<file path="src/design/tccw_pkg.sv">
// Package for the text console character writer: sizes, character codes,
// register map, the request record passed from front to back, and state types.
// Depends on nothing; every design file but tccw_ram refers to it by scoped names.
package tccw_pkg;

    // Screen geometry.
    localparam int COLUMNS    = 80;
    localparam int ROWS       = 25;
    localparam int CELL_COUNT = COLUMNS * ROWS;
    localparam int CELL_AW    = $clog2(CELL_COUNT);
    localparam int ROW_W      = $clog2(ROWS);
    localparam int COL_W      = $clog2(COLUMNS);

    // Fixed field widths of the channels.
    localparam int ADDR_W = 11;
    localparam int CHAR_W = 8;
    localparam int ATTR_W = 8;
    localparam int DATA_W = 16;

    // Depth of the request queue between front and back.
    localparam int QUEUE_DEPTH = 2;
    localparam int QPTR_W      = $clog2(QUEUE_DEPTH);
    localparam int QCNT_W      = $clog2(QUEUE_DEPTH + 1);

    // Configuration port.
    localparam int PADDR_W   = 3;
    localparam int PDATA_W   = 32;
    localparam int REG_IDX_W = PADDR_W - 2;
    localparam logic [REG_IDX_W-1:0] REG_STYLE = '0;
    localparam logic [ATTR_W-1:0] STYLE_RESET = 8'd7;

    // Command codes.
    localparam logic CMD_CHAR = 1'b0;
    localparam logic CMD_READ = 1'b1;

    // Character codes with special meaning.
    localparam logic [CHAR_W-1:0] CH_BACKSPACE = 8'd8;
    localparam logic [CHAR_W-1:0] CH_TAB       = 8'd9;
    localparam logic [CHAR_W-1:0] CH_NEWLINE   = 8'd10;
    localparam logic [CHAR_W-1:0] CH_SPACE     = 8'd32;

    // Action that the back part carries out for a request.
    typedef enum logic [1:0] {
        OP_NOP,
        OP_WRITE,
        OP_READ,
        OP_CLEAR
    } op_kind_t;

    // Result fields of one request.
    typedef struct packed {
        logic [ADDR_W-1:0] cursor_position;
        logic              cell_written;
        logic [ADDR_W-1:0] cell_address;
        logic [DATA_W-1:0] cell_data;
        logic              screen_cleared;
    } res_t;

    // Classified request as queued between front and back.
    typedef struct packed {
        op_kind_t          kind;
        logic              in_range;
        logic [DATA_W-1:0] blank;
        res_t              res;
    } op_t;

    // Screen store access from the back part.
    typedef struct packed {
        logic               we;
        logic [CELL_AW-1:0] waddr;
        logic [DATA_W-1:0]  wdata;
        logic [CELL_AW-1:0] raddr;
    } ram_req_t;

    // Back part sequencer states.
    typedef enum logic [1:0] {
        B_IDLE,
        B_READ,
        B_CLEAR,
        B_DONE
    } back_state_t;

    // Build a screen cell from an attribute and a character.
    function automatic logic [DATA_W-1:0] make_cell(input logic [ATTR_W-1:0] attr,
                                                    input logic [CHAR_W-1:0] ch);
        return {attr, ch};
    endfunction

endpackage

</file>
<file path="src/design/tccw_queue.sv">
// Short request queue between the front and back parts.
// Depends on tccw_pkg.
module tccw_queue (
    input  logic          aclk,
    input  logic          aresetn,
    input  logic          push,
    input  tccw_pkg::op_t push_op,
    output logic          full,
    output logic          q_valid,
    output tccw_pkg::op_t head,
    input  logic          pop
);

    tccw_pkg::op_t               entry_reg [tccw_pkg::QUEUE_DEPTH];
    logic [tccw_pkg::QPTR_W-1:0] wr_ptr_reg, wr_ptr_next;
    logic [tccw_pkg::QPTR_W-1:0] rd_ptr_reg, rd_ptr_next;
    logic [tccw_pkg::QCNT_W-1:0] count_reg, count_next;
    logic                        do_push, do_pop;

    assign full    = (count_reg == tccw_pkg::QCNT_W'(tccw_pkg::QUEUE_DEPTH));
    assign q_valid = (count_reg != '0);
    assign head    = entry_reg[rd_ptr_reg];
    assign do_push = push && !full;
    assign do_pop  = pop && q_valid;

    // Pointer and fill count updates.
    always_comb begin
        wr_ptr_next = wr_ptr_reg;
        rd_ptr_next = rd_ptr_reg;
        count_next  = count_reg;
        if (do_push) begin
            wr_ptr_next = (wr_ptr_reg == tccw_pkg::QPTR_W'(tccw_pkg::QUEUE_DEPTH - 1))
                          ? '0 : wr_ptr_reg + 1'b1;
        end
        if (do_pop) begin
            rd_ptr_next = (rd_ptr_reg == tccw_pkg::QPTR_W'(tccw_pkg::QUEUE_DEPTH - 1))
                          ? '0 : rd_ptr_reg + 1'b1;
        end
        if (do_push && !do_pop) begin
            count_next = count_reg + 1'b1;
        end else if (do_pop && !do_push) begin
            count_next = count_reg - 1'b1;
        end
    end

    always_ff @(posedge aclk) begin
        if (!aresetn) begin
            wr_ptr_reg <= '0;
            rd_ptr_reg <= '0;
            count_reg  <= '0;
        end else begin
            wr_ptr_reg <= wr_ptr_next;
            rd_ptr_reg <= rd_ptr_next;
            count_reg  <= count_next;
        end
    end

    // Entry storage.
    always_ff @(posedge aclk) begin
        if (do_push) begin
            entry_reg[wr_ptr_reg] <= push_op;
        end
    end

endmodule

</file>
<file path="config.mk">
export PLATFORM = sky130hd
export DESIGN_NAME = tccw_queue
export DESIGN_NICKNAME = d
export VERILOG_FILES = /design/src/design/tccw_pkg.sv /design/src/design/tccw_queue.sv
export SDC_FILE = /design/constraint.sdc
export NUM_CORES = 1
export LEC_CHECK = 0
export ABC_AREA = 1
export BUFFER_PORTS_ARGS = -buffer_cell sky130_fd_sc_hd__buf_4
export CORE_ASPECT_RATIO = 1.1
export CORE_UTILIZATION = 30
export DETAILED_ROUTE_END_ITERATION = 8
export GPL_ROUTABILITY_DRIVEN = 0
export PLACE_DENSITY = 0.57
export SYNTH_ARGS = -nofsm -noshare
export SYNTH_HDL_FRONTEND = slang
export SYNTH_SLANG_ARGS = --single-unit
</file>
<file path="constraint.sdc">
create_clock -name aclk -period 5.19 [get_ports aclk]
set_clock_uncertainty 0.15 [all_clocks]
set_input_delay 0.7785 -clock aclk [delete_from_list [all_inputs] [get_ports aclk]]
set_output_delay 0.7785 -clock aclk [all_outputs]
set_load 0.005 [all_outputs]
</file>
Yosys cells after proc, flatten, opt, wreduce, memory -nomap -nowiden
Memory sizes are Yosys's and may differ from the RTL's. A register that Yosys moved wholly into a read port is not among the register bits.
Index checks and enable logic that the tools add are counted.

word-level totals
  memories = 1
  output and inout port bits = 61
  bits in latches = 0
  register bits = 4
  bits in writable memories = 118
  ROM bits = 0

memories
  memory     words  width  rd ports  clocked after Yosys merged registers in  wr ports  RTL line          RTL
  entry_reg  2      59     1         1                                        1         tccw_queue.sv:14  tccw_pkg::op_t entry_reg [tccw_pkg::QUEUE_DEPTH];

cells by class
  multipliers = 0
  equality and inequality tests = 1
  shifts and indexed selects = 0
  bitwise operators = 0
  $add $sub $neg = 4
  order comparisons = 0
  muxes and demuxes = 8
  divide/modulo/power cells = 0
  reductions and logical operators = 9

operators with widths
  cell                                              number
  2-to-1 mux 1 bit                                  6
  logical AND 1 bit                                 4
  2-to-1 mux 2 bit                                  2
  nonzero test 2 bit                                2
  zero test 1 bit                                   3
  adder 1 bit, second input constant                2
  adder 2 x 1 -> 2 bit, second input constant       1
  equality test 2 bit, second input constant        1
  subtractor 2 x 1 -> 2 bit, second input constant  1

Logic depth before layout (Yosys ltp)
  depth after elaboration = 7
  depth in mapped cells = 10
  depth with buffers taken out = 10

Least setup slack after synthesis
OpenSTA, ideal clock, no wires.

  kind = in2reg
  from = input port push
  to = memory entry_reg[0][0] (netlist bit) (enable)
  stages on the path = 2
  slack = 1,160 ps
  arrival time = 3,404 ps
  buffers on the path = 0
  data required time = 4,564 ps
  library setup time = 476 ps
  cells stage by stage = o21ai_0 -> nor2_1

between the ends
  word-level cells in the longest chain between the ends = 3

RTL lines
  what                                    RTL line          RTL
  start: declaration                      tccw_queue.sv:6   input logic push,
  logical AND 1 bit                       tccw_queue.sv:23  assign do_push = push && !full;
  2-to-1 mux 1 bit                        tccw_queue.sv:60  if (do_push) begin
  2-to-1 mux 1 bit (not written as such)  tccw_queue.sv:61  entry_reg[wr_ptr_reg] <= push_op;
  end: declaration                        tccw_queue.sv:14

No other way between the ends.

==> metrics.cfg <==
[layout]
final_cell_mix=buf_4 (125), edfxtp_1 (118), mux2_2 (49)
area_growth_pct=38.63
nets=422
layout_commonest_cell=buf_4
drive_above_1_share_pct=56.87
largest_reg_flops=118
fin_cells=563
antenna_cells=0

[clock_network]
clk_latency_ns=0.42
cts_inserted_buffers=17
cts.repair.resized=0
cts_tree=built
cts_num_sinks=123
htree_levels=4
root_buffer=clkbuf_16
ctsHoldBuffers=0
cts_buffer_depth=2
postCtsSetupBuffers=0
clk_pin_slew_ns=0.05

[setup_path]
worstSetupStartpointType=flop
r2r_slack_ns=2.58
critPathCaptureType=output port
r2r-end=entry_reg[0][37]$_DFFE_PP_
reg2reg_depth=4
path_cells=mux2_2, buf_4
critPathKind=flop to output port
required_ns=4.26
cp_data_arrival_time_ns=1.92
r2r-start=count_reg[1]$_SDFFE_PN0P_
critical-path-max-stage-delay_ns=0.92
cp_max_fo=59
cp_slowest_cell=dfxtp_4

[yosys]
seq_area_frac_synth_pct=80.18
yosysUniqueCellTypes=16
syn_nets=285
ys_ff_latch=123
syn-instance-count=221
syn_area_um2=4544
yosysWarningCount=0
synth.avg_cell_area_um2=20.56

[timing]
setup_viol=0
setup_ws_ns=2.342
rsz0062_at_grt=false
finalHoldViolCount=0
drv_slew=0
fmax_mhz=351.1
fin_crit_sh_pct=54.88
slew_headroom_pct=31.50
finalSetupTns_ns=0
tightest_slew_ns=1.025
fin_crit_ns=2.848
fin_hold_ws_ns=0.3610

[detailed_routing]
dr.pass1.iters=6
drt_iter0_drc=64
viasPerCell=4.306
wl_mm=8.523
drc=0
wl_per_cell_um=15.14
ant_nets=0
via_count=2424

[floorplanning]
coreArea_um2=14620
dieWidth_um=119.4
initial_core_util_pct=31.09
die-area_um2=15650
num_rows=46
die_h_um=131.1
ios=124

[hold_path]
hp-class=flop to flop
min_from=rd_ptr_reg$_SDFFE_PN0P_
hold_depth=2

[global_route]
first_global_vias=2567
track_usage_pct=11.59
grt_pass1_wl_mm=12.92
antenna_found_initial=0
overflow=0
grt_max_degree=60

[pwr]
ir_drop_v=0.0002978
p_leak_uw=0.002383
power_uw=3184
power.density_nw_per_um2=505.3

[placed_design]
place_ws_ns=2.085
port-buffer-count=123
place_hpwl_mm=5.398
dp_cells=531

[flow_run]
maxCapViolCount=0

[run_status]
status=completed

==> where the power goes <==
part	switching (µW)	total (µW)	internal [µW]
sequential	87.4	1350	1260
combinational	249	608	359
clock	385	1230	843
total	721	3180	2460
==> cells in the mapped netlist (all sizes together) <==
cell type  number  share of area, %
nand3           1              0.11
a21oi           1              0.11
mux2           59                15
ha              1              0.28
buf             7               1.3
o21a            1              0.17
nor2            9              0.74
edfxtp        118                78
o21ai           3              0.33
inv             8              0.66
nand4           1              0.14
dfxtp           5               2.2
nand2           7              0.58
==> metrics by stage <==
stage          utilization [%]  instance area [µm²]
2_1_floorplan                -                 4544
3_5_place_dp             38.88                 5684
6_report                 43.09                 6300
4_1_cts                  43.09                 6300
3_3_place_gp             38.88                 5684
5_1_grt                  43.09                 6300
==> how the worst max path moves through the flow <==
| stage | startpoint | endpoint | slack (ns) | depth (start not counted) |
|---|---|---|---|---|
| after detailed placement | push | entry_reg[1][6]$_DFFE_PP_ | 2.08 | 4 |
| after floorplan | push | entry_reg[0][0]$_DFFE_PP_ | 1.16 | 2 |
| after global placement | push | entry_reg[1][6]$_DFFE_PP_ | 2.17 | 4 |
| after global routing | flop | head[21] | 2.20 | 2 |
| after CTS | flop | head[21] | 2.27 | 2 |
| final | flop | head[46] | 2.34 | 2 |
==> metal layers <==
layer / share of wire (%) / wire [µm] / global-route usage (%) / up-vias
li1: - / - / - / 1127
met1: 41 / 3501 / 12.89 / 1195
met2: 49 / 4190 / 18.23 / 86
met3: 6.8 / 583 / 4.801 / 16
met4: 2.9 / 247 / 8.162 / 0
met5: 0 / 0 / 0 / -
==> logic make-up (layout without fill, tap and decap cells) <==
| logic type | after synthesis | in the layout | synth area share (%) |
|---|---|---|---|
| buffers and inverters | 15 | 165 | 1.927 |
| flip-flops | 123 | 123 | 80.18 |
| AND/OR/NAND/NOR | 18 | 18 | 1.569 |
| adder cells (fa/ha/maj) | 1 | 1 | 0.2753 |
| multiplexers | 59 | 59 | 15.45 |
| AO/OA/AOI/OAI | 5 | 5 | 0.6056 |
==> critical path: cells and delay by family (launching register included) <==
kind                   cells  cell delay (ns)
DFF                        1             0.92
muxes                      1             0.42
buffers and inverters      1             0.14
==> cell type report <==
cell class	count	area, µm²
tap	192	240.2
clock buffer	22	444.2
inverter	8	30.03
clock inverter	10	171.4
fill	1314	8319
timing repair buffer	125	938.4
multi-input combinational	83	828.3
sequential	123	3647
Power figures use the tool's default switching activity.
