## src/design/tccw_pkg.sv

```systemverilog
// Package for the text console character writer: sizes, character codes,
// register map, the request record passed from front to back, and state types.
// Depends on nothing; every design file but tccw_ram refers to it by scoped names.
package tccw_pkg;

    // Screen geometry.
    localparam int COLUMNS    = 80;
    localparam int ROWS       = 25;
    localparam int CELL_COUNT = COLUMNS * ROWS;
    localparam int CELL_AW    = $clog2(CELL_COUNT);
    localparam int ROW_W      = $clog2(ROWS);
    localparam int COL_W      = $clog2(COLUMNS);

    // Fixed field widths of the channels.
    localparam int ADDR_W = 11;
    localparam int CHAR_W = 8;
    localparam int ATTR_W = 8;
    localparam int DATA_W = 16;

    // Depth of the request queue between front and back.
    localparam int QUEUE_DEPTH = 2;
    localparam int QPTR_W      = $clog2(QUEUE_DEPTH);
    localparam int QCNT_W      = $clog2(QUEUE_DEPTH + 1);

    // Configuration port.
    localparam int PADDR_W   = 3;
    localparam int PDATA_W   = 32;
    localparam int REG_IDX_W = PADDR_W - 2;
    localparam logic [REG_IDX_W-1:0] REG_STYLE = '0;
    localparam logic [ATTR_W-1:0] STYLE_RESET = 8'd7;

    // Command codes.
    localparam logic CMD_CHAR = 1'b0;
    localparam logic CMD_READ = 1'b1;

    // Character codes with special meaning.
    localparam logic [CHAR_W-1:0] CH_BACKSPACE = 8'd8;
    localparam logic [CHAR_W-1:0] CH_TAB       = 8'd9;
    localparam logic [CHAR_W-1:0] CH_NEWLINE   = 8'd10;
    localparam logic [CHAR_W-1:0] CH_SPACE     = 8'd32;

    // Action that the back part carries out for a request.
    typedef enum logic [1:0] {
        OP_NOP,
        OP_WRITE,
        OP_READ,
        OP_CLEAR
    } op_kind_t;

    // Result fields of one request.
    typedef struct packed {
        logic [ADDR_W-1:0] cursor_position;
        logic              cell_written;
        logic [ADDR_W-1:0] cell_address;
        logic [DATA_W-1:0] cell_data;
        logic              screen_cleared;
    } res_t;

    // Classified request as queued between front and back.
    typedef struct packed {
        op_kind_t          kind;
        logic              in_range;
        logic [DATA_W-1:0] blank;
        res_t              res;
    } op_t;

    // Screen store access from the back part.
    typedef struct packed {
        logic               we;
        logic [CELL_AW-1:0] waddr;
        logic [DATA_W-1:0]  wdata;
        logic [CELL_AW-1:0] raddr;
    } ram_req_t;

    // Back part sequencer states.
    typedef enum logic [1:0] {
        B_IDLE,
        B_READ,
        B_CLEAR,
        B_DONE
    } back_state_t;

    // Build a screen cell from an attribute and a character.
    function automatic logic [DATA_W-1:0] make_cell(input logic [ATTR_W-1:0] attr,
                                                    input logic [CHAR_W-1:0] ch);
        return {attr, ch};
    endfunction

endpackage

```

## src/design/tccw_back.sv

```systemverilog
// Back part: carries out queued requests on the screen store (write, read,
// whole-screen clear) and holds the result register. Depends on tccw_pkg.
module tccw_back (
    input  logic                          aclk,
    input  logic                          aresetn,
    input  logic                          q_valid,
    input  tccw_pkg::op_t                 head,
    output logic                          q_pop,
    output tccw_pkg::ram_req_t            ram_req,
    input  logic [tccw_pkg::DATA_W-1:0]   ram_rdata,
    output logic                          m_valid,
    input  logic                          m_ready,
    output tccw_pkg::res_t                m_res
);

    tccw_pkg::back_state_t        state_reg, state_next;
    tccw_pkg::op_t                cur_reg;
    logic [tccw_pkg::CELL_AW-1:0] cnt_reg, cnt_next;
    logic                         m_valid_reg, m_valid_next;
    tccw_pkg::res_t               out_reg;
    logic                         out_free;
    logic                         load;
    logic                         capture;
    tccw_pkg::res_t               load_res;
    logic                         sweep_last;

    assign out_free   = !m_valid_reg || m_ready;
    assign sweep_last = (cnt_reg == tccw_pkg::CELL_AW'(tccw_pkg::CELL_COUNT - 1));

    // Next state.
    always_comb begin
        state_next = state_reg;
        case (state_reg)
            tccw_pkg::B_IDLE: begin
                if (q_valid && head.kind == tccw_pkg::OP_READ) begin
                    state_next = tccw_pkg::B_READ;
                end else if (q_valid && head.kind == tccw_pkg::OP_CLEAR) begin
                    state_next = tccw_pkg::B_CLEAR;
                end
            end
            tccw_pkg::B_READ: begin
                if (out_free) begin
                    state_next = tccw_pkg::B_IDLE;
                end
            end
            tccw_pkg::B_CLEAR: begin
                if (sweep_last) begin
                    state_next = tccw_pkg::B_DONE;
                end
            end
            tccw_pkg::B_DONE: begin
                if (out_free) begin
                    state_next = tccw_pkg::B_IDLE;
                end
            end
            default: begin
                state_next = tccw_pkg::B_IDLE;
            end
        endcase
    end

    // Outputs of the sequencer: queue pop, store access and result load.
    always_comb begin
        q_pop    = 1'b0;
        ram_req  = '0;
        load     = 1'b0;
        capture  = 1'b0;
        load_res = head.res;
        cnt_next = cnt_reg;
        case (state_reg)
            tccw_pkg::B_IDLE: begin
                if (q_valid) begin
                    case (head.kind)
                        tccw_pkg::OP_NOP: begin
                            if (out_free) begin
                                q_pop = 1'b1;
                                load  = 1'b1;
                            end
                        end
                        tccw_pkg::OP_WRITE: begin
                            if (out_free) begin
                                q_pop         = 1'b1;
                                load          = 1'b1;
                                ram_req.we    = 1'b1;
                                ram_req.waddr = tccw_pkg::CELL_AW'(head.res.cell_address);
                                ram_req.wdata = head.res.cell_data;
                            end
                        end
                        tccw_pkg::OP_READ: begin
                            q_pop         = 1'b1;
                            capture       = 1'b1;
                            ram_req.raddr = head.in_range
                                            ? tccw_pkg::CELL_AW'(head.res.cell_address) : '0;
                        end
                        tccw_pkg::OP_CLEAR: begin
                            q_pop    = 1'b1;
                            capture  = 1'b1;
                            cnt_next = '0;
                        end
                        default: begin
                            q_pop = 1'b0;
                        end
                    endcase
                end
            end
            tccw_pkg::B_READ: begin
                // Keep the read address so the registered data stays put.
                ram_req.raddr = cur_reg.in_range
                                ? tccw_pkg::CELL_AW'(cur_reg.res.cell_address) : '0;
                load_res           = cur_reg.res;
                load_res.cell_data = cur_reg.in_range ? ram_rdata : '0;
                load               = out_free;
            end
            tccw_pkg::B_CLEAR: begin
                ram_req.we    = 1'b1;
                ram_req.waddr = cnt_reg;
                ram_req.wdata = cur_reg.blank;
                cnt_next      = cnt_reg + 1'b1;
            end
            tccw_pkg::B_DONE: begin
                load_res = cur_reg.res;
                load     = out_free;
            end
            default: begin
                load = 1'b0;
            end
        endcase
    end

    // Result register valid flag.
    always_comb begin
        m_valid_next = m_valid_reg;
        if (load) begin
            m_valid_next = 1'b1;
        end else if (m_ready) begin
            m_valid_next = 1'b0;
        end
    end

    always_ff @(posedge aclk) begin
        if (!aresetn) begin
            state_reg   <= tccw_pkg::B_IDLE;
            m_valid_reg <= 1'b0;
        end else begin
            state_reg   <= state_next;
            m_valid_reg <= m_valid_next;
        end
    end

    // Payload registers.
    always_ff @(posedge aclk) begin
        cnt_reg <= cnt_next;
        if (capture) begin
            cur_reg <= head;
        end
        if (load) begin
            out_reg <= load_res;
        end
    end

    assign m_valid = m_valid_reg;
    assign m_res   = out_reg;

endmodule
```

## config.mk

```make
export PLATFORM = sky130hd
export DESIGN_NAME = tccw_back
export DESIGN_NICKNAME = d
export VERILOG_FILES = /design/src/design/tccw_pkg.sv /design/src/design/tccw_back.sv
export SDC_FILE = /design/constraint.sdc
export NUM_CORES = 1
export LEC_CHECK = 0
export ABC_CLOCK_PERIOD_IN_PS = 4700
export BUFFER_PORTS_ARGS = -buffer_cell sky130_fd_sc_hd__buf_2
export CORE_MARGIN = 3
export CORE_UTILIZATION = 45
export CTS_CLUSTER_SIZE = 30
export DETAILED_ROUTE_END_ITERATION = 12
export PLACE_DENSITY = 0.8
export SLEW_MARGIN = 20
export SYNTH_ARGS = -nofsm -noshare
export SYNTH_HDL_FRONTEND = slang
export SYNTH_SLANG_ARGS = --single-unit
```

## constraint.sdc

```tcl
create_clock -name aclk -period 4.7 [get_ports aclk]
set_input_delay 0.47 -clock aclk [delete_from_list [all_inputs] [get_ports aclk]]
set_output_delay 0.47 -clock aclk [all_outputs]
set_load 0.01 [all_outputs]
```

## After elaboration in Yosys (flattened, before gate mapping)

Index checks and enable logic that the tools add are counted.

| operators by class | value |
|---|---|
| add/subtract/negate cells | 1 |
| equality and inequality tests | 12 |
| mux-type cells | 30 |
| reductions and logical operators | 13 |

Operators by type and width:

| cell | number |
|---|---|
| $pmux 40 s2 | 1 |
| $mux 28 | 2 |
| $pmux 28 s2 | 1 |
| $mux 11 | 5 |
| $pmux 11 s2 | 2 |
| $mux 39 | 1 |
| $mux 16 | 1 |
| $add 11x1->11 const B | 1 |
| $eq 11x11->1 const B | 1 |
| $mux 1 | 10 |
| $eq 2x2->1 const B | 4 |
| $mux 2 | 4 |
| $ne 2x2->1 const B | 3 |
| $pmux 2 s3 | 1 |
| $reduce_and 3->1 | 2 |
| $reduce_or 2->1 | 3 |
| $eq 2x1->1 const B | 2 |
| $logic_not 2->1 | 2 |
| $pmux 1 s2 | 2 |
| $reduce_bool 2->1 | 2 |
| $ne 3x3->1 const B | 1 |
| $logic_and 1x1->1 | 2 |
| $ne 2x1->1 const B | 1 |
| $logic_not 1->1 | 1 |
| $logic_or 1x1->1 | 1 |

| word-level totals | value |
|---|---|
| register bits | 111 |
| bits of input ports | 79 |

## Depth between registers and ports, before layout

| depth | value |
|---|---|
| depth in word-level cells | 7 |
| gate-level depth with buffers | 5 |
| gate-level depth less buffers | 4 |

## Worst setup path before layout

No wires, ideal clock.

| path | value |
|---|---|
| kind | input port to flip-flop |
| start | in m_ready |
| end | reg out_reg, in the netlist m_res[0], enable pin |
| library setup time | 0.400 ns |
| data arrival time | 2.017 ns |
| data required time | 4.300 ns |
| slack | 2.283 ns |
| stages | 4 |
| buffers on the path | 2 |
| cells stage by stage | nand2b_1 -> clkbuf_1 -> clkbuf_1 -> o21a_1 |

| on the way | value |
|---|---|
| longest elaborated chain between the ends | 5 |

RTL lines:

| item | line | text |
|---|---|---|
| from (decl) | tccw_back.sv:12 | `input logic m_ready,` |
| $logic_or 1x1->1 (*) | tccw_back.sv:27 | `assign out_free = !m_valid_reg \|\| m_ready;` |
| $mux 1 | tccw_back.sv:75, tccw_back.sv:81 |  |
| $mux 1 | -- |  |
| $mux 1 | tccw_back.sv:72 | `if (q_valid) begin` |
| $pmux 1 s2 (*) | tccw_back.sv:70 | `case (state_reg)` |
| net load | tccw_back.sv:22 | `logic load;` |
| to (signal assigned) | tccw_back.sv:157 | `out_reg <= load_res;` |
| to (decl) | tccw_back.sv:20 | `tccw_pkg::res_t out_reg;` |

The timed path passes the listed nets; every way through them passes the cells marked *.
A chain may end at the register's enable or synchronous reset.

==> flow_summary.json <==
{
  "status": "finished clean",
  "dr.pass1.iters": 7,
  "ys.flop_type": "edfxtp_1",
  "numCtsBuffers": 9,
  "nFillCells": 871,
  "final_util": 0.572,
  "yosysUniqueCellTypes": 38,
  "cts_buffer_depth": 2,
  "dp_slack_ns": 1.87,
  "timing_hold_violations_final": 0,
  "dp.cells": 657,
  "ir_drop_mv": 0.158,
  "cpMaxStageDelayCell": "and4bb_4",
  "post-route-drc-count": 0,
  "largest_reg_flops": 57,
  "std_cell_rows": 37,
  "crit_arrival_ns": 2.76,
  "track_usage": 0.203,
  "post_drt_wl_per_cell_um": 18.7,
  "finalNonFillerCells": 673,
  "dieHeight_um": 111,
  "critPathLaunch": "state_reg[0]",
  "ys_seq_area_frac": 0.669,
  "setup.worst_path.class": "reg2out",
  "fin_skew_ns": 0.00985,
  "worstSetupStartpointType": "flop",
  "io_buffers": 159,
  "crit_fanout": 87,
  "cts_setup_buffers": 0,
  "vias": 3819,
  "globalRouteMet3Util": 0.0398,
  "clock_power_share": 0.296,
  "die_area_sq_um": 12300,
  "grt_util_met1": 0.274,
  "area_delta_synth_final_pct": 21.7,
  "fp.dieW_um": 111,
  "max_cap_violations": 0,
  "cts_root_buffer": "clkbuf_8",
  "layout-drive-gt1-share": 0.397,
  "r2r-start": "state_reg[0]",
  "max_stage_delay_ns": 1.11,
  "leakagePower_nw": 2.27,
  "top_usage_layer": "met2",
  "power_density_nw_per_um2": 334,
  "synth_area_sq_um": 4940,
  "critPathRequiredTime_ns": 4.23,
  "p_sw_w": 0.000512,
  "hold_path.class": "in2reg",
  "relSlewSlack": 0.310,
  "async_reset_ff_frac": 0,
  "cp-end-kind": "primary output",
  "cts_resized": 0,
  "worstSkewPairLatency_ns": 0.39,
  "ios": 160,
  "multi_input_area_sq_um": 1490,
  "grt_antenna_before_repair": 0,
  "regArea_sq_um": 3310,
  "clk_pin_slew_worst_paths_ns": 0.11,
  "drt_iter0_drc": 385,
  "wirelength_mm": 12.6,
  "rsz0062_at_grt": "no",
  "worst_slew_pin_slew_ns": 1.04,
  "combPwrFrac": 0.115,
  "ys_warn_count": 0,
  "fin_nets": 612,
  "grtUsageMet2": 0.325,
  "antenna_left": 0,
  "p_total_w": 0.00200,
  "timing.fmax_mhz": 310,
  "grt_max_degree": 88,
  "period_share": 0.687,
  "gp_congestion": 0.908,
  "diodes": 0,
  "grt_pass1_vias": 3757,
  "cts.sinks": 111,
  "crit_chain": "and4bb_4, nand3_1, a21oi_1, buf_2",
  "dp_hpwl_mm": 8.60,
  "cts_tree": "yes",
  "syn_avg_cell_area_sq_um": 12.6,
  "synth_seq_cells": 111,
  "p_seq_frac": 0.589,
  "cts_hold_buf": 0,
  "power.internal_w": 0.00149,
  "setup_ws_ns": 1.47,
  "vias_per_cell": 5.67,
  "grt_pass1_wl_mm": 20.1,
  "synth-edff-count": 108,
  "syn_inst": 392,
  "initial_utilization": 0.470,
  "hold_start": "head[52]",
  "fp.coreArea_sq_um": 10500,
  "ctsHtreeMaxLevel": 3,
  "tns_ns": 0,
  "grt-ovfl-total": 0,
  "slew_violations": 0,
  "sw_frac_of_total": 0.255,
  "period_minus_slack_ns": 3.23,
  "syn_nets": 472,
  "setup_violations": 0
}
-- cell type report --
cell class,count,share of cell area
Clock inverter,7,0.0131
Sequential cell,111,0.551
Inverter,4,0.00250
Multi-Input combinational cell,244,0.249
Clock buffer,9,0.0206
Tap cell,136,0.0283
Timing Repair Buffer,162,0.136
-- critical path, delay by kind of cell (launching register included) --
kind	cells	cell delay, ns
flops	1	0.63
simple gates	2	1.29
buf+inv	1	0.16
compound gates	1	0.20
-- synthesized netlist by cell type (2+ instances only) --
library cell    n  area share
nor4_1          2      0.0025
nand2_1        30       0.023
edfxtp_1      108        0.66
o21a_1          3      0.0046
nand2b_1        2      0.0025
buf_1           5      0.0038
a21oi_1        45       0.046
nand4_1        28       0.035
nor2_1         40       0.030
xnor2_1         2      0.0035
a221oi_1       16       0.028
nor2b_1         2      0.0025
o31ai_1         4      0.0061
or4_1           4      0.0061
inv_1           3      0.0023
buf_2          12       0.012
dfxtp_1         3       0.012
mux2_2         24       0.055
nand3_1        26       0.026
clkbuf_1       15       0.011
-- metrics by stage --
stage                     area [sq um]  hold slack (ns)
after floorplan                   4940            0.523
after global routing              6010            0.246
after detailed placement          5800            0.537
after global placement            5800            0.527
final                             6010            0.256
after CTS                         6000            0.252
-- per-layer routing --
layer,share of wire,vias to the layer above
met5,0,-
met4,0.024,0
met3,0.071,22
met2,0.48,193
met1,0.42,1816
li1,-,1788
-- worst paths after layout --
kind                 end  slack (ns)  depth (start not counted)
max          ram_req[10]        1.47                          4
min          cur_reg[52]        0.26                          1
max reg2reg     m_res[6]        2.17                          3
min reg2reg     m_res[0]        0.56                          1
-- cells in the final DEF, fill, tap and decap left out, types with 2 or more instances in the layout --
cell type / count
buf_4: 3
nor2_1: 40
nand4_1: 28
a21oi_1: 44
clkinv_4: 2
nand2b_1: 2
inv_1: 3
inv_6: 3
or4_1: 4
mux2_2: 24
edfxtp_1: 108
xnor2_1: 2
nor4_1: 2
nand2_1: 30
nand3_1: 26
clkbuf_8: 9
a221oi_1: 16
o21a_1: 2
buf_2: 159
o31ai_1: 4
-- kinds of logic (layout without fill, tap and decap cells) --
logic type                 after synthesis  in the layout  share of synthesized area
DFF                                    111            111                      0.669
muxes                                   24             24                     0.0547
adders and majority gates                1              1                    0.00253
and+or+nand+nor                        143            143                      0.144
buffers and inverters                   37            182                     0.0319
AOI/OAI and AO/OA                       73             73                     0.0925
xor gates and xnor gates                 3              3                    0.00532
-- power by group through the flow --
stage	Clock, W	Combinational (W)	Sequential (W)
after global placement	0	0.000224	0.00120
after global routing	0.000643	0.000252	0.00119
final	0.000594	0.000230	0.00118
after floorplan	0	0.000115	0.00120
after CTS	0.000600	0.000230	0.00118
after detailed placement	0	0.000229	0.00120
Power figures use the tool's default switching activity.
