$ cat src/design/tccw_pkg.sv
// Package for the text console character writer: sizes, character codes,
// register map, the request record passed from front to back, and state types.
// Depends on nothing; every design file but tccw_ram refers to it by scoped names.
package tccw_pkg;

    // Screen geometry.
    localparam int COLUMNS    = 80;
    localparam int ROWS       = 25;
    localparam int CELL_COUNT = COLUMNS * ROWS;
    localparam int CELL_AW    = $clog2(CELL_COUNT);
    localparam int ROW_W      = $clog2(ROWS);
    localparam int COL_W      = $clog2(COLUMNS);

    // Fixed field widths of the channels.
    localparam int ADDR_W = 11;
    localparam int CHAR_W = 8;
    localparam int ATTR_W = 8;
    localparam int DATA_W = 16;

    // Depth of the request queue between front and back.
    localparam int QUEUE_DEPTH = 2;
    localparam int QPTR_W      = $clog2(QUEUE_DEPTH);
    localparam int QCNT_W      = $clog2(QUEUE_DEPTH + 1);

    // Configuration port.
    localparam int PADDR_W   = 3;
    localparam int PDATA_W   = 32;
    localparam int REG_IDX_W = PADDR_W - 2;
    localparam logic [REG_IDX_W-1:0] REG_STYLE = '0;
    localparam logic [ATTR_W-1:0] STYLE_RESET = 8'd7;

    // Command codes.
    localparam logic CMD_CHAR = 1'b0;
    localparam logic CMD_READ = 1'b1;

    // Character codes with special meaning.
    localparam logic [CHAR_W-1:0] CH_BACKSPACE = 8'd8;
    localparam logic [CHAR_W-1:0] CH_TAB       = 8'd9;
    localparam logic [CHAR_W-1:0] CH_NEWLINE   = 8'd10;
    localparam logic [CHAR_W-1:0] CH_SPACE     = 8'd32;

    // Action that the back part carries out for a request.
    typedef enum logic [1:0] {
        OP_NOP,
        OP_WRITE,
        OP_READ,
        OP_CLEAR
    } op_kind_t;

    // Result fields of one request.
    typedef struct packed {
        logic [ADDR_W-1:0] cursor_position;
        logic              cell_written;
        logic [ADDR_W-1:0] cell_address;
        logic [DATA_W-1:0] cell_data;
        logic              screen_cleared;
    } res_t;

    // Classified request as queued between front and back.
    typedef struct packed {
        op_kind_t          kind;
        logic              in_range;
        logic [DATA_W-1:0] blank;
        res_t              res;
    } op_t;

    // Screen store access from the back part.
    typedef struct packed {
        logic               we;
        logic [CELL_AW-1:0] waddr;
        logic [DATA_W-1:0]  wdata;
        logic [CELL_AW-1:0] raddr;
    } ram_req_t;

    // Back part sequencer states.
    typedef enum logic [1:0] {
        B_IDLE,
        B_READ,
        B_CLEAR,
        B_DONE
    } back_state_t;

    // Build a screen cell from an attribute and a character.
    function automatic logic [DATA_W-1:0] make_cell(input logic [ATTR_W-1:0] attr,
                                                    input logic [CHAR_W-1:0] ch);
        return {attr, ch};
    endfunction

endpackage

$ cat src/design/tccw_front.sv
// Front part: accepts requests, keeps the cursor and classifies each request
// into an action for the back part. Depends on tccw_pkg.
module tccw_front (
    input  logic                          aclk,
    input  logic                          aresetn,
    input  logic                          s_valid,
    output logic                          s_ready,
    input  logic                          s_cmd,
    input  logic [tccw_pkg::CHAR_W-1:0]   s_char_code,
    input  logic [tccw_pkg::ADDR_W-1:0]   s_read_address,
    input  logic [tccw_pkg::ATTR_W-1:0]   style,
    input  logic                          q_full,
    output logic                          push,
    output tccw_pkg::op_t                 push_op
);

    logic [tccw_pkg::ROW_W-1:0]   row_reg, row_next;
    logic [tccw_pkg::COL_W-1:0]   col_reg, col_next;
    logic [tccw_pkg::CELL_AW-1:0] base_reg, base_next;
    logic [tccw_pkg::CELL_AW-1:0] pos_reg, pos_next;

    // What a newline would do from the present row.
    logic                         nl_clear;
    logic [tccw_pkg::ROW_W-1:0]   nl_row;
    logic [tccw_pkg::CELL_AW-1:0] nl_base;

    assign nl_clear = (row_reg == tccw_pkg::ROW_W'(tccw_pkg::ROWS - 1));
    assign nl_row   = nl_clear ? '0 : row_reg + 1'b1;
    assign nl_base  = nl_clear ? '0 : base_reg + tccw_pkg::CELL_AW'(tccw_pkg::COLUMNS);

    // A request is taken whenever the queue has room.
    assign s_ready = !q_full;
    assign push    = s_valid && !q_full;

    // Classify the request and work out the cursor after it.
    always_comb begin
        row_next  = row_reg;
        col_next  = col_reg;
        base_next = base_reg;
        pos_next  = pos_reg;

        push_op.kind                = tccw_pkg::OP_NOP;
        push_op.in_range            = 1'b0;
        push_op.blank               = tccw_pkg::make_cell(style, tccw_pkg::CH_SPACE);
        push_op.res.cell_written    = 1'b0;
        push_op.res.cell_address    = '0;
        push_op.res.cell_data       = '0;
        push_op.res.screen_cleared  = 1'b0;

        if (s_cmd == tccw_pkg::CMD_READ) begin
            push_op.kind             = tccw_pkg::OP_READ;
            push_op.in_range         = (32'(s_read_address) < 32'(tccw_pkg::CELL_COUNT));
            push_op.res.cell_address = s_read_address;
        end else begin
            case (s_char_code)
                tccw_pkg::CH_NEWLINE: begin
                    row_next  = nl_row;
                    col_next  = '0;
                    base_next = nl_base;
                    pos_next  = nl_base;
                    if (nl_clear) begin
                        push_op.kind               = tccw_pkg::OP_CLEAR;
                        push_op.res.screen_cleared = 1'b1;
                    end
                end
                tccw_pkg::CH_TAB: begin
                    // Tab leaves everything as it is.
                end
                tccw_pkg::CH_BACKSPACE: begin
                    if (col_reg != '0) begin
                        col_next                 = col_reg - 1'b1;
                        pos_next                 = pos_reg - 1'b1;
                        push_op.kind             = tccw_pkg::OP_WRITE;
                        push_op.res.cell_written = 1'b1;
                        push_op.res.cell_address = tccw_pkg::ADDR_W'(pos_next);
                        push_op.res.cell_data    = push_op.blank;
                    end
                end
                default: begin
                    push_op.kind             = tccw_pkg::OP_WRITE;
                    push_op.res.cell_written = 1'b1;
                    push_op.res.cell_address = tccw_pkg::ADDR_W'(pos_reg);
                    push_op.res.cell_data    = tccw_pkg::make_cell(style, s_char_code);
                    if (col_reg == tccw_pkg::COL_W'(tccw_pkg::COLUMNS - 1)) begin
                        // Last column: the cursor moves to the next row.
                        row_next  = nl_row;
                        col_next  = '0;
                        base_next = nl_base;
                        pos_next  = nl_base;
                        if (nl_clear) begin
                            // The character is not stored; the sweep blanks its cell with the rest.
                            push_op.kind               = tccw_pkg::OP_CLEAR;
                            push_op.res.screen_cleared = 1'b1;
                        end
                    end else begin
                        col_next = col_reg + 1'b1;
                        pos_next = pos_reg + 1'b1;
                    end
                end
            endcase
        end

        push_op.res.cursor_position = tccw_pkg::ADDR_W'(pos_next);
    end

    // Cursor registers.
    always_ff @(posedge aclk) begin
        if (!aresetn) begin
            row_reg  <= '0;
            col_reg  <= '0;
            base_reg <= '0;
            pos_reg  <= '0;
        end else if (push) begin
            row_reg  <= row_next;
            col_reg  <= col_next;
            base_reg <= base_next;
            pos_reg  <= pos_next;
        end
    end

endmodule

$ cat config.mk
export PLATFORM = sky130hd
export DESIGN_NAME = tccw_front
export DESIGN_NICKNAME = d
export VERILOG_FILES = /design/src/design/tccw_pkg.sv /design/src/design/tccw_front.sv
export SDC_FILE = /design/constraint.sdc
export NUM_CORES = 1
export LEC_CHECK = 0
export BUFFER_PORTS_ARGS = -buffer_cell sky130_fd_sc_hd__buf_2
export CORE_MARGIN = 3
export CORE_UTILIZATION = 35
export CTS_BUF_LIST = sky130_fd_sc_hd__clkbuf_16
export CTS_CLUSTER_DIAMETER = 60
export CTS_CLUSTER_SIZE = 12
export DETAILED_ROUTE_END_ITERATION = 8
export PLACE_DENSITY = 0.59
export SYNTH_ARGS = -nofsm -noshare
export SYNTH_HDL_FRONTEND = slang
export SYNTH_SLANG_ARGS = --single-unit
$ cat constraint.sdc
create_clock -name aclk -period 11.3 [get_ports aclk]
set_input_delay 3.39 -clock aclk [delete_from_list [all_inputs] [get_ports aclk]]
set_output_delay 3.39 -clock aclk [all_outputs]
set_load 0.005 [all_outputs]
[Word-level counts from Yosys, hierarchy flattened]
Index checks and enable logic that the tools add are counted.
Word-level totals
  bits in registers: 34
  input bits: 32
  output and inout port bits: 61
  word-level logic and storage cells: 56
Cells by class
  $add $sub $neg: 6
  order comparisons: 1
  equal/unequal tests: 6
  muxes and demuxes: 28
  bitwise logic cells: 3
  reduce and logical (&&, ||, !) cells: 8
Operators by type and width (count)
  11-bit 2-to-1 mux: 6
  28-bit one-hot mux with 2 select lines: 1
  11-bit one-hot mux with 3 select lines: 1
  28-bit 2-to-1 mux: 1
  8-bit by 4-bit == test with 1-bit output (second input constant): 3
  11-bit one-hot mux with 2 select lines: 1
  7-bit one-hot mux with 3 select lines: 1
  17-bit 2-to-1 mux: 1
  7-bit 2-to-1 mux: 2
  11-bit by 1-bit adder with 11-bit output (second input constant): 1
  11-bit by 7-bit adder with 11-bit output (second input constant): 1
  11-bit < comparator (second input constant): 1
  11-bit by 1-bit subtractor with 11-bit output (second input constant): 1
  5-bit 2-to-1 mux: 2
  5-bit one-hot mux with 2 select lines: 1
  2-bit 2-to-1 mux: 4
  4-bit AND reduction: 2
  7-bit by 1-bit adder with 7-bit output (second input constant): 1
  7-bit == test (second input constant): 1
  7-bit nonzero test: 1
  7-bit by 1-bit subtractor with 7-bit output (second input constant): 1
  2-bit one-hot mux with 3 select lines: 1
  5-bit by 1-bit adder with 5-bit output (second input constant): 1
  5-bit == test (second input constant): 1
  8 further kinds: 15

[Longest topological paths before layout]
Gate-level depths: netlist (run 1).
  word-level depth: 5
  mapped depth: 10

[Worst setup path before layout (run 1)]
OpenSTA, ideal clock, no wires.
  kind: in2out
  from: input port s_char_code[2] (netlist bit)
  to: output port push_op[38] (netlist bit)
  arrival: 5174 ps
  required time: 7910 ps
  path slack: 2736 ps
  stages on the path: 8
  path through: or4b_1 buf_2 or3_1 buf_4 nor3_1 nor2b_1 nor2_1 a32oi_1
RTL lines
  start, declared: RTL line tccw_front.sv:9  | input logic [tccw_pkg::CHAR_W-1:0] s_char_code,
  end, declared: RTL line tccw_front.sv:14  | output tccw_pkg::op_t push_op

==> results of run 1 <==
-- stage by stage --
stage,util (%),hold WS [ns]
3_3_place_gp,40.40,0.4642
6_report,41.98,0.4777
2_1_floorplan,-,0.4519
3_5_place_dp,40.40,0.4675
5_1_grt,41.98,0.5056
4_1_cts,41.98,0.4736
-- worst max-delay path, cell delays in order --
cell                      delay (ns)
sky130_fd_sc_hd__buf_2          0.11
sky130_fd_sc_hd__or4b_1         0.66
sky130_fd_sc_hd__nor3_4         0.47
sky130_fd_sc_hd__nand2_1        0.41
sky130_fd_sc_hd__a21oi_1        0.60
sky130_fd_sc_hd__and2_1         0.21
sky130_fd_sc_hd__buf_2          0.11
-- cells in the final DEF (no fill, tap or decap), types with 8 or more instances in the layout --
| master | Yosys | layout |
|---|---|---|
| sky130_fd_sc_hd__nor3_1 | 15 | 15 |
| sky130_fd_sc_hd__inv_1 | 15 | 15 |
| sky130_fd_sc_hd__buf_2 | 2 | 84 |
| sky130_fd_sc_hd__ha_1 | 9 | 9 |
| sky130_fd_sc_hd__nand3_1 | 21 | 21 |
| sky130_fd_sc_hd__and2_1 | 14 | 14 |
| sky130_fd_sc_hd__nand2_1 | 49 | 49 |
| sky130_fd_sc_hd__o21ai_0 | 47 | 47 |
| sky130_fd_sc_hd__xnor2_1 | 10 | 10 |
| sky130_fd_sc_hd__dfxtp_1 | 34 | 34 |
| sky130_fd_sc_hd__and3_1 | 10 | 10 |
| sky130_fd_sc_hd__xor2_1 | 11 | 11 |
| sky130_fd_sc_hd__conb_1 | 2 | 8 |
| sky130_fd_sc_hd__a21oi_1 | 49 | 49 |
| sky130_fd_sc_hd__nor2_1 | 50 | 50 |
-- power groups by stage --
stage	sequential (mW)	combinational, mW	clock (mW)
floorplan	0.126	0.0489	0
global placement	0.129	0.0680	0
detailed placement	0.129	0.0686	0
CTS	0.127	0.0690	0.136
global route	0.127	0.0775	0.141
finish	0.127	0.0694	0.135
-- worst max path at each step --
| stage | end | depth (start not counted) |
|---|---|---|
| global route | push_op[14] | 7 |
| finish | push_op[10] | 7 |
| global placement | push_op[10] | 7 |
| floorplan | push_op[38] | 8 |
| CTS | push_op[10] | 7 |
| detailed placement | push_op[10] | 7 |
-- kinds of logic after synthesis --
family,after synthesis,synth area share (%)
AND/OR/NAND/NOR,199,30.89
AO/OA/AOI/OAI,153,28.74
buffers and inverters,68,9.862
other,2,0.2303
XOR/XNOR,21,5.641
adder cells (fa/ha/maj),9,3.454
multiplexers,1,0.3070
flip-flops,34,20.87
-- metal layers --
metal / GRT usage, % / share of wire, % / vias up
met5: 0 / 0 / -
met4: 4.440 / 0.97 / 0
met3: 2.977 / 6.8 / 12
met2: 28.55 / 46 / 145
met1: 29.22 / 47 / 1722
li1: - / - / 1814
-- cell type report --
type / instances / share of cell area [%]
multi-input combinational: 391 / 61.11
sequential: 34 / 18.24
timing repair buffer: 86 / 11.67
tap: 108 / 3.621
clock buffer: 5 / 3.352
inverter: 16 / 1.609
clock inverter: 2 / 0.4023
==> results summary, run 1 <==
The antenna cell count came out at 0. The HPWL after detailed placement is 7.681 mm. Summing all multi-input logic gate instances after layout gives 2281 µm². The switching power of the nets is 0.1001 mW. The most common cell in the synthesized netlist is sky130_fd_sc_hd__nor2_1.

The number of flops mapped to enable cells by yosys came out at 0. Yosys printed 0 warnings. CTS built an H-tree with a depth of 2.

For this design the static power due to leakage is 1.523 nW. The iteration-0 DRC count of the detailed router came out at 281. Setup total negative slack on the finished layout was measured at 0 ns.

In this run the critical register-to-register path is launched from col_reg[1]$_SDFFE_PN0P_. The capturing point of the worst reg2reg path is pos_reg[8]$_SDFFE_PN0P_. The quantity of gates resized following cts came out at 0. The share of synthesized area in the top cell type comes to 20.87%. The total number of vias is 3693.

Counting flops and latches in the post-synthesis netlist gives 34. The cell taking the most area after synthesis is sky130_fd_sc_hd__dfxtp_1. The net count of the finished layout is 575. The remaining routing DRC violations is 0. The worst setup margin came out at 1.946 ns. The total of hold buffers inserted after clock tree synthesis is 0.

In this run the power density over the cells is 88.74 nW/µm². The top fanout value on the critical path came out at 14. The sequential cells in the finished layout cover a total of 680.7 µm². Along the worst hold path, the cell count comes to 2.

Port buffering added 84 buffers. The count of nets left with antenna violations once routing finished came out at 0. The total congestion overflow after global routing is 0. The CTS buffer count is 5.

TritonCTS built the clock tree. The clock slew at the register clock pins of the worst setup and hold paths came out at 0.06 ns. The total count of max-transition violations in the final report was 0.

The total number of placement rows came out at 34. The switching share of total power is 30.22%. The clock insertion delay at the later pin of the skew report came out at 0.28 ns.

The worst clock skew is 0.006422 ns. The startpoint type of the worst setup path is an input port. After layout, the design draws a total of 0.3312 mW. STA classifies the critical path endpoint as an output port. The number of antenna violations at the first check in global routing was 0. The number of buffers inserted by post-CTS setup repair is 0. The fraction of the yosys area taken by sequential cells is 20.87%. The launching element of the worst setup path is s_char_code[2]. The synthesized netlist contains 61 unique library cells. The core region is 8891 µm². The count of filler cells inserted in the layout came out at 950.

The top-level I/O count came out at 93. The number of hold violations in the final report is 0. Routability-driven placement finished with a final weighted congestion of 0.8810.

Once the floorplan was initialized, standard cells occupied 36.67% of the core. The finished cells cover 3732 µm². The required time of the critical path is 7.91 ns. The relative area change from synthesis to final layout is 14.47%.

The path type of the worst min-delay path is flop to flop. The largest net degree at the start of global routing is 49. The most frequently used flop master after synthesis is sky130_fd_sc_hd__dfxtp_1.

The run finished with clean final reports. The post-placement worst setup slack came out at 1.954 ns. The clock passes through at most 2 buffers. The cell count after placement came out at 635. Dividing the synthesized area by the synthesized cell count gives 6.695 µm². The pre-antenna-repair detailed-routing pass consisted of 7 iterations. The arrival time of the worst setup path came out at 5.96 ns. The horizontal extent of the die came out at 102.5 µm. The cell area after placement is 3592 µm².

Counting instances in the post-synthesis netlist gives the leading cell types as sky130_fd_sc_hd__nor2_1 (50), sky130_fd_sc_hd__a21oi_1 (49), sky130_fd_sc_hd__nand2_1 (49). The wire length of the first global-routing pass came out at 16.20 mm. Setup repair after global routing left no endpoint under its margin.

The floorplan die area is 10510 µm². The instance count of the mapped netlist is 487. Clock tree synthesis found a total of 34 sinks. The peak supply drop came out at 57.78 µV.

The total routing resource utilization after global routing is 19.29%. The startpoint identified for the worst hold timing path is base_reg[5]$_SDFFE_PN0P_. The max capacitance violation total came out at 0. The wire length after detailed routing came out at 10.50 mm.

The share of layout cells above drive strength 1 came out at 19.10%. The post-route non-filler standard cell count is 642. The clock root buffer master is sky130_fd_sc_hd__clkbuf_16.

The number of global-route vias before repair is 3172. The async set or reset register ratio after synthesis is 0%. The wire length per cell is 16.35 µm. The tightest slew margin relative to the limit is 37.90%. The vertical die dimension is 102.5 µm. The synthesized area came out at 3261 µm². The endpoint of the worst hold-timing path is base_reg[5]$_SDFFE_PN0P_. The internal portion of total power is 0.2311 mW.

The highest achievable clock rate came out at 106.9 MHz. The routed via count divided by cell count is 5.752. Across all register-to-register paths, the minimum setup slack is 8.42 ns. After synthesis, the cell types taking the most area are sky130_fd_sc_hd__dfxtp_1 (21%), sky130_fd_sc_hd__a21oi_1 (7.5%), sky130_fd_sc_hd__o21ai_0 (7.2%), sky130_fd_sc_hd__nor2_1 (5.8%), sky130_fd_sc_hd__nand2_1 (5.6%). For the worst flop-to-flop path, the logic depth is 8. The startpoint-to-endpoint class of the critical path is input port to output port. Dividing the final minimum period by the clock period gives 82.77%. For the pin with the worst max-slew slack, the measured transition is 0.9274 ns. Combinational logic burns 21.0% of the power.

The register share of total power came out at 38.4%. The clock network power share came out at 40.7%. The final-report setup violation count is 0.

The minimum period implied by the final worst setup slack is 9.354 ns.
Note: power is estimated with default switching activity, not from simulation.
==> run 2, diff against run 1 <==
Clock period 11.3 ns to 9.6 ns, I/O delays scaled along.
==> results summary, run 2 (synthesized netlist as in run 1, its figures left out) <==
The flow ran to the end, and the final reports show no timing, DRC or antenna violations. The power density normalized to cell area came out at 104.5 nW/µm² (+18%). The origin of the critical flop-to-flop path is col_reg[1]$_SDFFE_PN0P_. The clock tree buffer depth came out at 2 (unchanged). The horizontal extent of the die was 102.5 µm (unchanged). The relative area change from synthesis to final layout came out at 14.39% (about the same). The clock insertion delay at the later pin of the skew report was 0.29 ns (about the same). The total number of vias came to 3777 (+2.3%). The maximum level of the CTS H-tree is 2 (unchanged).

The arrival time of the worst setup path is 5.47 ns (-0.49 ns). The antenna cell count is 0 (unchanged). The cell count after placement is 635 (unchanged). The peak supply drop came out at 52.15 µV (-9.7%). The setup total negative slack is 0 ns (unchanged). The number of buffers inserted by post-CTS setup repair is 0 (unchanged). The starting density of the core is 36.67% (unchanged). The number of hold violations in the final report is 0 (unchanged). The top-level I/O count came to 93 (unchanged). CTS placed an instance of sky130_fd_sc_hd__clkbuf_16 at the clock tree root. The wire length per cell came to 16.54 µm (+1.2%). The quantity of gates resized following cts came to 0 (unchanged).

In this run the worst setup path begins at s_char_code[2]. The number of sinks handled by clock tree synthesis came out at 34 (unchanged). The number of global-route vias before repair is 3313 (+4.4%).

The worst reg-to-reg setup slack is 6.71 ns (-1.71 ns). The library cells used most frequently in the layout, excluding fill and tap cells, are sky130_fd_sc_hd__buf_2 (84), sky130_fd_sc_hd__nor2_1 (50), sky130_fd_sc_hd__a21oi_1 (49), sky130_fd_sc_hd__nand2_1 (49), sky130_fd_sc_hd__o21ai_0 (47). The path type of the worst min-delay path is flop to flop.

The depth of the worst register-to-register path was 8 (unchanged). Setup repair after global routing left no endpoint under its margin. Based on the critical path, the design can be clocked at up to 119.7 MHz.

The routed via count divided by cell count was 5.874 (+2.1%). The first-pass detailed-route iteration total is 4 (-3). The share of the clock period used by the worst path after layout came out at 87.01%.

The worst setup path is of the input port to output port kind. The nature of the critical path endpoint is an output port. The critical path ends at push_op[9]. The total congestion overflow after global routing is 0 (unchanged).

The final-report setup violation count is 0 (unchanged). The wire length of the first global-routing pass was 16.84 mm (+4.0%). The share of layout cells above drive strength 1 is 18.88% (-0.22 points).

The number of antenna violations at the first check in global routing is 0 (unchanged). The clock slew at the register clock pins of the worst setup and hold paths came to 0.06 ns (about the same). The transition time at the pin with the least slew margin came out at 0.9599 ns (+0.03257 ns).

The total number of placement rows came to 34 (unchanged). The iteration-0 DRC count of the detailed router is 291 (+3.6%). The total count of max-transition violations in the final report is 0 (unchanged). The vertical die dimension is 102.5 µm (unchanged). The top fanout value on the critical path came out at 14 (unchanged).

The leakage power summed over all cells is 1.533 nW (+0.69%). The endpoint identified for the worst register-to-register timing path is pos_reg[8]$_SDFFE_PN0P_. The area of the core is 8891 µm² (unchanged). The total routing resource utilization after global routing came out at 20.06% (+0.78 points).

The placer's final routability congestion estimate was 0.8810 (unchanged). The routed design could run at a clock period as short as 8.353 ns. The residual antenna-violating net count after detailed routing came out at 0 (unchanged). The wire length after detailed routing is 10.64 mm (+1.4%). The worst clock skew is 0.006378 ns (-0.00004474 ns). The most common library cell in the layout ignoring fill and taps is sky130_fd_sc_hd__buf_2. The HPWL after detailed placement came to 7.753 mm (+0.94%). The total of hold buffers inserted after clock tree synthesis is 0 (unchanged). The CTS buffer count is 5 (unchanged). The startpoint type of the worst setup path is an input port. TritonCTS built the clock tree. The number of port buffers came to 84 (unchanged). The final layout net count is 575 (unchanged). The largest net degree at the start of global routing is 49 (unchanged).

The max capacitance violation total came out at 0 (unchanged). The required time of the critical path is 6.72 ns (-1.19 ns). The post-route non-filler standard cell count came to 643 (+0.16%). The floorplan die area is 10510 µm² (unchanged). The tightest slew margin relative to the limit is 35.72% (-2.2 points). The remaining routing DRC violations came out at 0 (unchanged).
-- run 2: changes by cell type in the layout (fill, tap and decap cells not counted) --
cell	change
sky130_fd_sc_hd__clkinv_1	+1
sky130_fd_sc_hd__inv_1	+1
sky130_fd_sc_hd__clkinv_2	+1
sky130_fd_sc_hd__clkinvlp_4	-2
-- run 2: worst min path at each step --
stage                                         from                  endpoint  slack [ns]  depth (start not counted)
after global routing      base_reg[5]$_SDFFE_PN0P_  base_reg[5]$_SDFFE_PN0P_        0.50                          2
after CTS                 base_reg[5]$_SDFFE_PN0P_  base_reg[5]$_SDFFE_PN0P_        0.48                          2
after detailed placement  base_reg[5]$_SDFFE_PN0P_  base_reg[5]$_SDFFE_PN0P_        0.47                          2
after floorplan           base_reg[0]$_SDFFE_PN0P_  base_reg[0]$_SDFFE_PN0P_        0.45                          1
final                     base_reg[5]$_SDFFE_PN0P_  base_reg[5]$_SDFFE_PN0P_        0.48                          2
after global placement    base_reg[5]$_SDFFE_PN0P_  base_reg[5]$_SDFFE_PN0P_        0.46                          2
-- run 2: stage by stage --
stage / utilization, % / setup WS, ns / cell area (µm²) / power (mW) / hold WS [ns]
6_report: 41.95 / 1.247 / 3730 / 0.3897 / 0.4787
5_1_grt: 41.95 / 1.049 / 3730 / 0.4087 / 0.5030
4_1_cts: 41.95 / 1.287 / 3730 / 0.3917 / 0.4767
3_5_place_dp: 40.40 / 1.278 / 3592 / 0.2334 / 0.4675
3_3_place_gp: 40.40 / 1.358 / 3592 / 0.2325 / 0.4642
2_1_floorplan: - / 2.056 / 3283 / 0.2055 / 0.4519
-- run 2: area by class of cell --
class / instances / area (µm²)
Inverter: 16 / 60.06
Clock inverter: 3 / 12.51
Timing Repair Buffer: 86 / 435.4
Multi-Input combinational cell: 391 / 2281
Clock buffer: 5 / 125.1
Sequential cell: 34 / 680.7
Tap cell: 108 / 135.1
Fill cell: 956 / 5161
-- run 2: per-layer routing --
metal  vias to the layer above  global-route usage (%)  share of wire [%]  wire, µm
met4                         0                   6.559                1.5       161
met1                      1793                   30.32                 46      4877
met5                         -                       0                  0         0
met2                       157                   28.75                 45      4789
met3                        19                   3.248                7.6       810
li1                       1808                       -                  -         -
-- run 2: report_power, final --
group | internal [mW] | switching [mW] | total (mW)
Clock | 0.0939 | 0.0645 | 0.158
Sequential | 0.143 | 0.00616 | 0.150
Combinational | 0.0341 | 0.0477 | 0.0818
Total | 0.271 | 0.118 | 0.390
-- run 2: critical path: stages --
cell                      delay [ns]
sky130_fd_sc_hd__buf_2          0.11
sky130_fd_sc_hd__or4b_1         0.65
sky130_fd_sc_hd__nor3_4         0.48
sky130_fd_sc_hd__nand2_1        0.42
sky130_fd_sc_hd__a21oi_1        0.60
sky130_fd_sc_hd__and2_1         0.21
sky130_fd_sc_hd__buf_2          0.11
